## src/rtl/dual_lfsr_xor_stream_cipher_core_macros.svh

```systemverilog
// Assertion helpers for the stream cipher core.
`ifndef DUAL_LFSR_XOR_STREAM_CIPHER_CORE_MACROS_SVH
`define DUAL_LFSR_XOR_STREAM_CIPHER_CORE_MACROS_SVH

// Same-cycle implication, checked only outside reset.
`define DLX_ASSERT_NOW(label, clk, rst_n, ante, cons) \
  label: assert property (@(posedge clk) disable iff (!rst_n) (ante) |-> (cons)) \
    else $error("dlx assertion failed: same-cycle check");

// Next-cycle implication, checked only outside reset.
`define DLX_ASSERT_NEXT(label, clk, rst_n, ante, cons) \
  label: assert property (@(posedge clk) disable iff (!rst_n) (ante) |=> (cons)) \
    else $error("dlx assertion failed: next-cycle check");

`endif

```

## src/rtl/dlx_pkg.sv

```systemverilog
`timescale 1ns / 1ps
package dlx_pkg;

  // Combined generator state: A is 32 bits, B is 128 bits.
  typedef struct packed {
    logic [31:0]  a;
    logic [127:0] b;
  } state_t;

  typedef logic [1:0]  cfg_idx_t;
  typedef logic [63:0] cfg_data_t;

  localparam cfg_idx_t REG_SEED_A      = 2'd0;
  localparam cfg_idx_t REG_SEED_B_LOW  = 2'd1;
  localparam cfg_idx_t REG_SEED_B_HIGH = 2'd2;

  localparam logic [31:0] SEED_A_RST      = 32'h007b_3c1a;
  localparam logic [63:0] SEED_B_LOW_RST  = 64'h7e8f_9a0b_003b_2c1d;
  localparam logic [63:0] SEED_B_HIGH_RST = 64'h1a2b_3c4a_5c6d_7e8f;

  localparam int A_TAP_HI = 6;
  localparam int A_TAP_LO = 3;
  localparam int A_INSERT = 22;
  localparam int B_TAP_LO = 111;
  localparam int B_TAP_HI = 119;
  localparam int B_INSERT = 118;

  localparam int KEY_BITS = 8;

endpackage

```

## src/rtl/dlx_if.sv

```systemverilog
`timescale 1ns / 1ps
// Input item channel: one byte to be masked.
interface dlx_in_if;
  logic       valid;
  logic       ready;
  logic [7:0] plain_byte;

  modport source (output valid, output plain_byte, input ready);
  modport sink   (input valid, input plain_byte, output ready);
endinterface

// Result item channel: masked byte and the keystream byte used.
interface dlx_out_if;
  logic       valid;
  logic       ready;
  logic [7:0] cipher_byte;
  logic [7:0] key_byte;

  modport source (output valid, output cipher_byte, output key_byte, input ready);
  modport sink   (input valid, input cipher_byte, input key_byte, output ready);
endinterface

```

## src/rtl/dlx_keygen.sv

```systemverilog
`timescale 1ns / 1ps
module dlx_keygen (
  input  dlx_pkg::state_t st_i,
  output dlx_pkg::state_t st_o,
  output logic [7:0]      key_o
);
  import dlx_pkg::*;

  // Eight unrolled bit steps of both registers. Feedback is ORed into the
  // insert position after the shift, exactly as the original scheme does.
  always_comb begin
    logic [31:0]  a;
    logic [127:0] b;
    logic         fa;
    logic         fb;
    a = st_i.a;
    b = st_i.b;
    key_o = '0;
    for (int i = 0; i < KEY_BITS; i++) begin
      fa = a[A_TAP_HI] ^ a[A_TAP_LO];
      a  = (a >> 1) | ({31'd0, fa} << A_INSERT);
      fb = b[B_TAP_LO] ^ b[B_TAP_HI];
      b  = (b >> 1) | ({127'd0, fb} << B_INSERT);
      key_o[KEY_BITS - 1 - i] = a[0] ^ b[0];
    end
    st_o.a = a;
    st_o.b = b;
  end

endmodule

```

## src/rtl/dual_lfsr_xor_stream_cipher_core.sv

```systemverilog
`timescale 1ns / 1ps
// Byte stream masker built from two shift-register generators.
// The in_chan channel takes one byte per item; the out_chan channel returns
// the byte XORed with a keystream byte, together with that keystream byte.
// Both channels use a valid/ready handshake; an item moves on an edge where
// both are high. The generator state advances by eight bit steps at the edge
// an item is accepted, so items are masked strictly in order.
// An item accepted from in_chan passes through the input register and then
// the output register before it can be taken from out_chan. Throughput is one
// item per cycle while the receiver does not stall, set by the single unrolled
// eight-step keystream block ahead of the input register. The input register
// and the output register form a two-entry pipeline; when the receiver stalls,
// both fill and in_chan.ready drops only once both hold an item.
// The cfg port writes seed registers (0: seed A, 1: B bits 63..0,
// 2: B bits 127..64). Any valid seed write reloads the whole generator from
// the seeds; other indexes are ignored. Writes belong to idle periods.
// Synchronous reset restores the default seeds, loads the generator from
// them and empties the pipeline.
module dual_lfsr_xor_stream_cipher_core (
  input  logic                clk,
  input  logic                rst_n,
  dlx_in_if.sink              in_chan,
  dlx_out_if.source           out_chan,
  input  logic                cfg_we,
  input  dlx_pkg::cfg_idx_t   cfg_index,
  input  dlx_pkg::cfg_data_t  cfg_wdata
);
  import dlx_pkg::*;
  `include "dual_lfsr_xor_stream_cipher_core_macros.svh"

  // Seed registers and their next values.
  logic [31:0] seed_a_r, seed_a_nxt;
  logic [63:0] seed_bl_r, seed_bl_nxt;
  logic [63:0] seed_bh_r, seed_bh_nxt;
  logic        seed_load;

  // Generator state.
  state_t st_r, st_nxt, st_adv;
  logic [7:0] key_comb;

  // Input stage holds the byte and its keystream byte.
  logic       s1_vld_r, s1_vld_nxt;
  logic [7:0] s1_plain_r, s1_key_r;

  // Output stage.
  logic       out_vld_r, out_vld_nxt;
  logic [7:0] out_cipher_r, out_key_r;

  logic in_acc;
  logic s1_adv;
  logic out_free;

  // Seed decode. Only the three defined indexes store and reload.
  always_comb begin
    seed_a_nxt  = seed_a_r;
    seed_bl_nxt = seed_bl_r;
    seed_bh_nxt = seed_bh_r;
    seed_load   = 1'b0;
    if (cfg_we) begin
      unique case (cfg_index)
        REG_SEED_A: begin
          seed_a_nxt = cfg_wdata[31:0];
          seed_load  = 1'b1;
        end
        REG_SEED_B_LOW: begin
          seed_bl_nxt = cfg_wdata;
          seed_load   = 1'b1;
        end
        REG_SEED_B_HIGH: begin
          seed_bh_nxt = cfg_wdata;
          seed_load   = 1'b1;
        end
        default: begin
          seed_load = 1'b0;
        end
      endcase
    end
  end

  always_ff @(posedge clk) begin
    if (!rst_n) begin
      seed_a_r  <= SEED_A_RST;
      seed_bl_r <= SEED_B_LOW_RST;
      seed_bh_r <= SEED_B_HIGH_RST;
    end else begin
      seed_a_r  <= seed_a_nxt;
      seed_bl_r <= seed_bl_nxt;
      seed_bh_r <= seed_bh_nxt;
    end
  end

  dlx_keygen u_keygen (
    .st_i  (st_r),
    .st_o  (st_adv),
    .key_o (key_comb)
  );

  // Handshake. The output register empties when the receiver takes it,
  // and the input stage moves forward whenever the output has room.
  assign out_free       = !out_vld_r || out_chan.ready;
  assign s1_adv         = s1_vld_r && out_free;
  assign in_chan.ready  = !s1_vld_r || out_free;
  assign in_acc         = in_chan.valid && in_chan.ready;

  // A seed write reloads the generator; an accepted item advances it.
  always_comb begin
    st_nxt = st_r;
    if (seed_load) begin
      st_nxt.a = seed_a_nxt;
      st_nxt.b = {seed_bh_nxt, seed_bl_nxt};
    end else if (in_acc) begin
      st_nxt = st_adv;
    end
  end

  always_comb begin
    s1_vld_nxt = s1_vld_r;
    if (in_acc) begin
      s1_vld_nxt = 1'b1;
    end else if (s1_adv) begin
      s1_vld_nxt = 1'b0;
    end
  end

  always_comb begin
    out_vld_nxt = out_vld_r;
    if (s1_adv) begin
      out_vld_nxt = 1'b1;
    end else if (out_chan.ready) begin
      out_vld_nxt = 1'b0;
    end
  end

  always_ff @(posedge clk) begin
    if (!rst_n) begin
      st_r.a    <= SEED_A_RST;
      st_r.b    <= {SEED_B_HIGH_RST, SEED_B_LOW_RST};
      s1_vld_r  <= 1'b0;
      out_vld_r <= 1'b0;
    end else begin
      st_r      <= st_nxt;
      s1_vld_r  <= s1_vld_nxt;
      out_vld_r <= out_vld_nxt;
    end
  end

  // Payload registers need no reset.
  always_ff @(posedge clk) begin
    if (in_acc) begin
      s1_plain_r <= in_chan.plain_byte;
      s1_key_r   <= key_comb;
    end
    if (s1_adv) begin
      out_cipher_r <= s1_plain_r ^ s1_key_r;
      out_key_r    <= s1_key_r;
    end
  end

  assign out_chan.valid       = out_vld_r;
  assign out_chan.cipher_byte = out_cipher_r;
  assign out_chan.key_byte    = out_key_r;

  // Back pressure reaches the input only when both stages are full.
  `DLX_ASSERT_NOW(a_ready_full, clk, rst_n, !in_chan.ready, s1_vld_r && out_vld_r)
  // A seed write leaves the generator equal to the stored seeds.
  `DLX_ASSERT_NEXT(a_seed_reload, clk, rst_n, seed_load,
                   st_r.a == seed_a_r && st_r.b == {seed_bh_r, seed_bl_r})
  // A held input stage keeps its keystream byte while the output is blocked.
  `DLX_ASSERT_NEXT(a_s1_hold, clk, rst_n, s1_vld_r && !out_free,
                   s1_vld_r && $stable(s1_key_r) && $stable(s1_plain_r))

endmodule

```

## src/flat_wrapper.sv

```systemverilog
// flat-port wrapper written by rule: the top's interface ports become plain ports
module dual_lfsr_xor_stream_cipher_core_flat import dlx_pkg::*;
  (clk, rst_n, cfg_we, cfg_index, cfg_wdata, in_chan_valid, in_chan_plain_byte, in_chan_ready, out_chan_valid, out_chan_cipher_byte, out_chan_key_byte, out_chan_ready);
  dlx_in_if in_chan_i ();
  dlx_out_if out_chan_i ();
  input  logic clk;
  input  logic rst_n;
  input  logic cfg_we;
  input  dlx_pkg::cfg_idx_t cfg_index;
  input  dlx_pkg::cfg_data_t cfg_wdata;
  input wire logic [$bits(in_chan_i.valid)-1:0] in_chan_valid;
  input wire logic [$bits(in_chan_i.plain_byte)-1:0] in_chan_plain_byte;
  output wire logic [$bits(in_chan_i.ready)-1:0] in_chan_ready;
  output wire logic [$bits(out_chan_i.valid)-1:0] out_chan_valid;
  output wire logic [$bits(out_chan_i.cipher_byte)-1:0] out_chan_cipher_byte;
  output wire logic [$bits(out_chan_i.key_byte)-1:0] out_chan_key_byte;
  input wire logic [$bits(out_chan_i.ready)-1:0] out_chan_ready;
  assign in_chan_i.valid = in_chan_valid;
  assign in_chan_i.plain_byte = in_chan_plain_byte;
  assign in_chan_ready = in_chan_i.ready;
  assign out_chan_valid = out_chan_i.valid;
  assign out_chan_cipher_byte = out_chan_i.cipher_byte;
  assign out_chan_key_byte = out_chan_i.key_byte;
  assign out_chan_i.ready = out_chan_ready;
  dual_lfsr_xor_stream_cipher_core u_core (.clk(clk), .rst_n(rst_n), .in_chan(in_chan_i), .out_chan(out_chan_i), .cfg_we(cfg_we), .cfg_index(cfg_index), .cfg_wdata(cfg_wdata));
endmodule
```

## config.mk

```make
export PLATFORM = sky130hd
export DESIGN_NAME = dual_lfsr_xor_stream_cipher_core_flat
export DESIGN_NICKNAME = d
export VERILOG_FILES = /design/src/rtl/dlx_pkg.sv /design/src/rtl/dlx_if.sv /design/src/rtl/dlx_keygen.sv /design/src/rtl/dual_lfsr_xor_stream_cipher_core.sv /design/src/flat_wrapper.sv
export VERILOG_INCLUDE_DIRS = /design/src /design/src/rtl
export SDC_FILE = /design/constraint.sdc
export NUM_CORES = 1
export LEC_CHECK = 0
export BUFFER_PORTS_ARGS = -buffer_cell sky130_fd_sc_hd__buf_2
export CAP_MARGIN = 10
export CORE_ASPECT_RATIO = 0.8
export CORE_MARGIN = 5
export CORE_UTILIZATION = 40
export DETAILED_ROUTE_END_ITERATION = 7
export HOLD_SLACK_MARGIN = 0.03
export PLACE_DENSITY_LB_ADDON = 0.05
export SYNTH_ARGS = -nofsm -noshare
export SYNTH_HDL_FRONTEND = slang
export SYNTH_SLANG_ARGS = --single-unit
```

## constraint.sdc

```tcl
create_clock -name clk -period 4.55 [get_ports clk]
set_clock_uncertainty 0.15 [all_clocks]
set_input_delay 0.91 -clock clk [delete_from_list [all_inputs] [get_ports clk]]
set_output_delay 0.91 -clock clk [all_outputs]
set_load 0.1 [all_outputs]
```

== Yosys cells after proc, flatten, opt, wreduce, memory -nomap -nowiden ==
Cells that the tools add are included.
Operators by class
  equal/unequal tests: 2
  multiplexer cells: 14
  bitwise operators: 41
  reductions and logical operators: 11
Operators by type and width (count)
  $or A127 B119 Y127: 4
  $mux W160: 2
  $mux W64: 4
  $or A126 B119 Y126: 2
  $or A125 B119 Y125: 1
  $or A124 B119 Y124: 1
  $or A31 B23 Y31: 4
  $mux W32: 2
  $or A30 B23 Y30: 1
  $or A29 B23 Y29: 1
  $or A28 B23 Y28: 1
  $or A27 B23 Y27: 1
  $xor A1 B1 Y1: 24
  $xor A8 B8 Y8: 1
  $mux W1: 6
  $reduce_bool A2 Y1: 3
  $reduce_or A3 Y1: 1
  $eq A2 B1 Y1 const B: 1
  $eq A2 B2 Y1 const B: 1
  $logic_and A1 B1 Y1: 2
  $logic_not A1 Y1: 2
  $logic_not A2 Y1: 1
  $logic_or A1 B1 Y1: 2
Word-level totals
  bits in registers: 354
  output and inout bits: 18
  word-level logic and storage cells: 79

== Longest topological paths before layout ==
  depth after elaboration: 18
  depth in mapped cells: 7
  mapped depth without buffers: 5

== Modules after synthesis ==
Synthesis repeated with hierarchy kept, for this count alone.
Unflattened totals
  cells, all modules: 1664
  area, all modules: 16022.9 um2
Modules (own cells, without submodules)
  dual_lfsr_xor_stream_cipher_core: instances 1, cells each 1487, area each 14697.8 um2, sequential area each 7407.1 um2
  dlx_keygen: instances 1, cells each 177, area each 1325.0 um2, sequential area each 0.0 um2

== Least setup slack after synthesis ==
No wires, ideal clock.
  path type: input -> output
  start point: in out_chan_ready
  end point: out in_chan_ready
  data arrival time: 1.978 ns
  slack: 1.512 ns
  stages: 5
  cell sequence: and3b_1 -> buf_6 -> inv_2 -> buf_2 -> buf_2
Between the ends
  cells in the longest elaborated chain, start to end: 2
RTL lines
  start: declaration: line flat_wrapper.sv:17  | input wire logic [$bits(out_chan_i.ready)-1:0] out_chan_ready;
  $logic_or A1 B1 Y1: line dual_lfsr_xor_stream_cipher_core.sv:100  | assign out_free = !out_vld_r || out_chan.ready;
  $logic_or A1 B1 Y1: line dual_lfsr_xor_stream_cipher_core.sv:102  | assign in_chan.ready = !s1_vld_r || out_free;
  end: declaration: line flat_wrapper.sv:13  | output wire logic [$bits(in_chan_i.ready)-1:0] in_chan_ready;
Every way passes these cells.

== Worst setup path after layout ==
Ends and elaborated chain as after synthesis.

==> metrics.md <==
| Metric | Value |
|---|---|
| Number of remaining DRC errors | 0 |
| Post CTS Setup Buffer Count | 0 |
| Detailed-route wire length | 46010 um |
| # port buffers | 96 |
| CP required | 3.49 ns |
| Setup repair after global routing missed its margin | false |
| Number of antenna violations at the first check in global routing | 4 |
| TritonCTS buffer count | 37 |
| Distinct cell type count after synthesis | 53 |
| Die X-Extent | between 200 and 250 um |
| Residual overflow from global routing | 0 |
| Launch point of the critical path | out_chan_ready |
| Area share of the largest cell type after synthesis | 0.4392 |
| Number of fill cells in the layout | 3486 |
| Synth area leaders | sky130_fd_sc_hd__dfxtp_1 44%, sky130_fd_sc_hd__mux2i_1 6.7%, sky130_fd_sc_hd__edfxtp_1 6.6%, sky130_fd_sc_hd__nand2_1 4.5%, sky130_fd_sc_hd__mux2_2 3.6% |
| Tmin final | 3.134 ns |
| Pin count of the biggest net entering global routing | 102 |
| Synth warnings | 0 |
| Synthesized flop and latch total | 350 |
| Library cell occupying the most area in the post-synthesis netlist | sky130_fd_sc_hd__dfxtp_1 |
| Max H-tree Level | 2 |
| Final HPWL from detailed placement | around 28000 um |
| Remaining antenna violation count after routing | 0 |
| Clock input transition at the sequential cells of the worst setup and hold paths | 0.06 ns |
| Die area | 40170 um2 |
| CTS Sinks | 350 |
| Total of endpoints with negative setup slack in the final report | 0 |
| Number of enable flip-flop cells after synthesis | 32 |
| Later-pin clock latency in the skew report | 0.53 ns |
| Top-Level Pins | 97 |
| Endpoint class of the critical path | output pin |
| Cts-stage hold buffer count | 0 |
| Achievable Freq | 319.0 MHz |
| Overall routing resource usage | 0.2199 |
| Leakage | 6.696 nW |
| Startpoint of the lowest-slack register-to-register path | u_core.s1_vld_r |
| Root cell of the clock tree | sky130_fd_sc_hd__clkbuf_16 |
| Commonest cells after routing, fill and taps aside | 318 x sky130_fd_sc_hd__dfxtp_1, 175 x sky130_fd_sc_hd__nand2_1, 97 x sky130_fd_sc_hd__mux2i_1 |
| Vias per Instance | 5.783 |
| Total nets after synthesis | between 1500 and 2000 |
| Effective utilization at floorplan | 0.4044 |
| Synthesized area divided by synthesized cell count | about 9.9 um2 |
| Final hold violation count | 0 |
| Die H | about 180 um |
| Growth of design area from synthesis to finish | 13.19% |
| Share of the yosys chip area belonging to registers | 0.5055 |
| Layout net count | 1553 |
| Worst supply voltage drop on vdd | 0.2631 mV |
| Ys flop type | sky130_fd_sc_hd__dfxtp_1 |
| Routed length per placed instance | 23.25 um |
| Power per cell area | 428.1 nW/um2 |
| Max-cap violations | 0 |
| Number of antenna repair diodes | 0 |
| Bufs on Longest Clock Path | 3 |
| Area used by multi-input combinational logic | ~6500 um2 |
| Via count of the first global-routing pass | 10960 |
| Count of pins over their slew limit | 0 |
| Global-route wire length before repair | 69930 um |
| Placeable Area | roughly 36000 um2 |
| Synthesized area | 14490 um2 |
| Path type of the worst setup path | primary input to output pin |
| First-pass detailed-route iteration total | 6 |
| Total Negative Setup Slacks | 0 ns |
| Kind of launch point of the worst setup path | primary input |
| Most common library cell in the layout ignoring fill and taps | sky130_fd_sc_hd__dfxtp_1 |
| Fraction of layout cells with a size suffix above 1 | 0.1588 |
| Worst slew margin | 0.3952 |
| Maximum fanout count along the critical path | 41 |
| Placer's final routability congestion estimate | 0.7827 |
| Mapped Cells | 1459 |
| Worst Hold Class | flip-flop to flip-flop |
| Hold_sp | u_core.seed_a_r[18] |
| Number of gates given a new drive strength after cts | 0 |
| Initial DRC count | around 940 |
| Final Cycle Share | 0.6889 |
| TritonCTS clock tree | done |
| Outcome | finished clean |
| Flip-flop and latch area | 7327 um2 |
| Placement row count | 62 |
| Arrival @ worst endpoint | ~2.1 ns |
| Detailed-route via count | around 11000 |
| Async set-or-reset flop fraction in the synthesized netlist | 0 |
| Worst-Margin Slew | 0.9033 ns |
| Total power | 7.023 mW |
[state kept, by name, summed over array words and instances (netlist names)]
| signal | count |
|---|---|
| u_core.out_chan.cipher_byte | 8 |
| u_core.s1_vld_r | 1 |
| u_core.out_chan.key_byte | 8 |
| u_core.s1_plain_r | 8 |
| u_core.s1_key_r | 8 |
| u_core.seed_bh_r | 64 |
| u_core.out_chan.valid | 1 |
| u_core.seed_bl_r | 63 |
| u_core.seed_a_r | 31 |
| u_core.st_r | 158 |
[cells in the mapped netlist (7+ instances only)]
master	n
sky130_fd_sc_hd__dfxtp_1	318
sky130_fd_sc_hd__nand2_1	175
sky130_fd_sc_hd__mux2i_1	97
sky130_fd_sc_hd__clkbuf_1	91
sky130_fd_sc_hd__nand3_1	84
sky130_fd_sc_hd__nor2_1	59
sky130_fd_sc_hd__or4_1	54
sky130_fd_sc_hd__o221ai_1	49
sky130_fd_sc_hd__mux2_2	46
sky130_fd_sc_hd__buf_2	43
sky130_fd_sc_hd__a21boi_0	35
sky130_fd_sc_hd__and3_1	35
sky130_fd_sc_hd__o32a_1	35
sky130_fd_sc_hd__edfxtp_1	32
sky130_fd_sc_hd__o21ai_0	30
sky130_fd_sc_hd__a32oi_1	28
sky130_fd_sc_hd__xor2_1	25
sky130_fd_sc_hd__or2_1	24
sky130_fd_sc_hd__inv_1	22
sky130_fd_sc_hd__o211ai_1	21
sky130_fd_sc_hd__a21oi_1	18
sky130_fd_sc_hd__o2111ai_1	13
sky130_fd_sc_hd__o2bb2ai_1	13
sky130_fd_sc_hd__and2_1	8
sky130_fd_sc_hd__buf_4	8
sky130_fd_sc_hd__a211o_1	7
sky130_fd_sc_hd__a22oi_1	7
sky130_fd_sc_hd__a2bb2oi_1	7
sky130_fd_sc_hd__o22a_1	7
[metrics by stage]
step | worst slack [ns] | utilization | std cells | hold WS, ns | cell area [um2]
3_3_place_gp | 1.342 | 0.4260 | 1915 | 0.2910 | 15270
6_report | 1.416 | 0.4578 | 1979 | 0.3057 | 16410
4_1_cts | 1.417 | 0.4578 | 1979 | 0.3075 | 16410
5_1_grt | 1.384 | 0.4578 | 1979 | 0.3274 | 16410
2_1_floorplan | 1.512 | - | 1459 | 0.2745 | 14490
3_5_place_dp | 1.277 | 0.4260 | 1915 | 0.2904 | 15270
[worst max-delay path, stage by stage]
cell                      delay, ns
sky130_fd_sc_hd__buf_2         0.09
sky130_fd_sc_hd__and3b_4       0.20
sky130_fd_sc_hd__inv_4         0.33
sky130_fd_sc_hd__buf_2         0.52
[area by class of cell]
type | count | share of cell area
tap | 480 | 0.03661
clock buffer | 60 | 0.06795
clock inverter | 4 | 0.001449
inverter | 25 | 0.005949
multi-input combinational | 934 | 0.3933
sequential | 350 | 0.4466
timing repair buffer | 126 | 0.04812
[kinds of logic (layout without fill, tap and decap cells)]
group / count (synthesis) / in the layout / share of synthesized area
buffers and inverters: 175 / 215 / 0.05223
XOR/XNOR: 26 / 26 / 0.01571
AND/OR/NAND/NOR: 468 / 468 / 0.1594
AO/OA/AOI/OAI: 296 / 296 / 0.1636
flip-flops: 350 / 350 / 0.5055
multiplexers: 144 / 144 / 0.1035
[worst paths after layout]
kind                              end  slack, ns  depth (start not counted)
setup reg to reg      u_core.st_r[81]       1.87                          6
hold / removal    u_core.seed_a_r[18]       0.31                          2
hold reg to reg   u_core.seed_a_r[18]       0.31                          2
setup / recovery        in_chan_ready       1.42                          4
[where the power goes]
group	internal, mW	leakage (nW)	switching [mW]
logic	0.259	3.23	0.497
registers	3.28	2.91	0.0860
clock network	1.67	0.558	1.23
total	5.21	6.70	1.81
[per-layer routing]
metal / track usage / wire length (um) / share of wire / up-vias
met2: 0.3129 / 19420 / 0.42 / 280
met5: 0 / 0 / 0 / -
li1: - / - / - / 5395
met1: 0.3475 / 23490 / 0.51 / 5714
met4: 0.04851 / 779 / 0.017 / 0
met3: 0.03616 / 2318 / 0.050 / 56
Power figures use the tool's default switching activity.
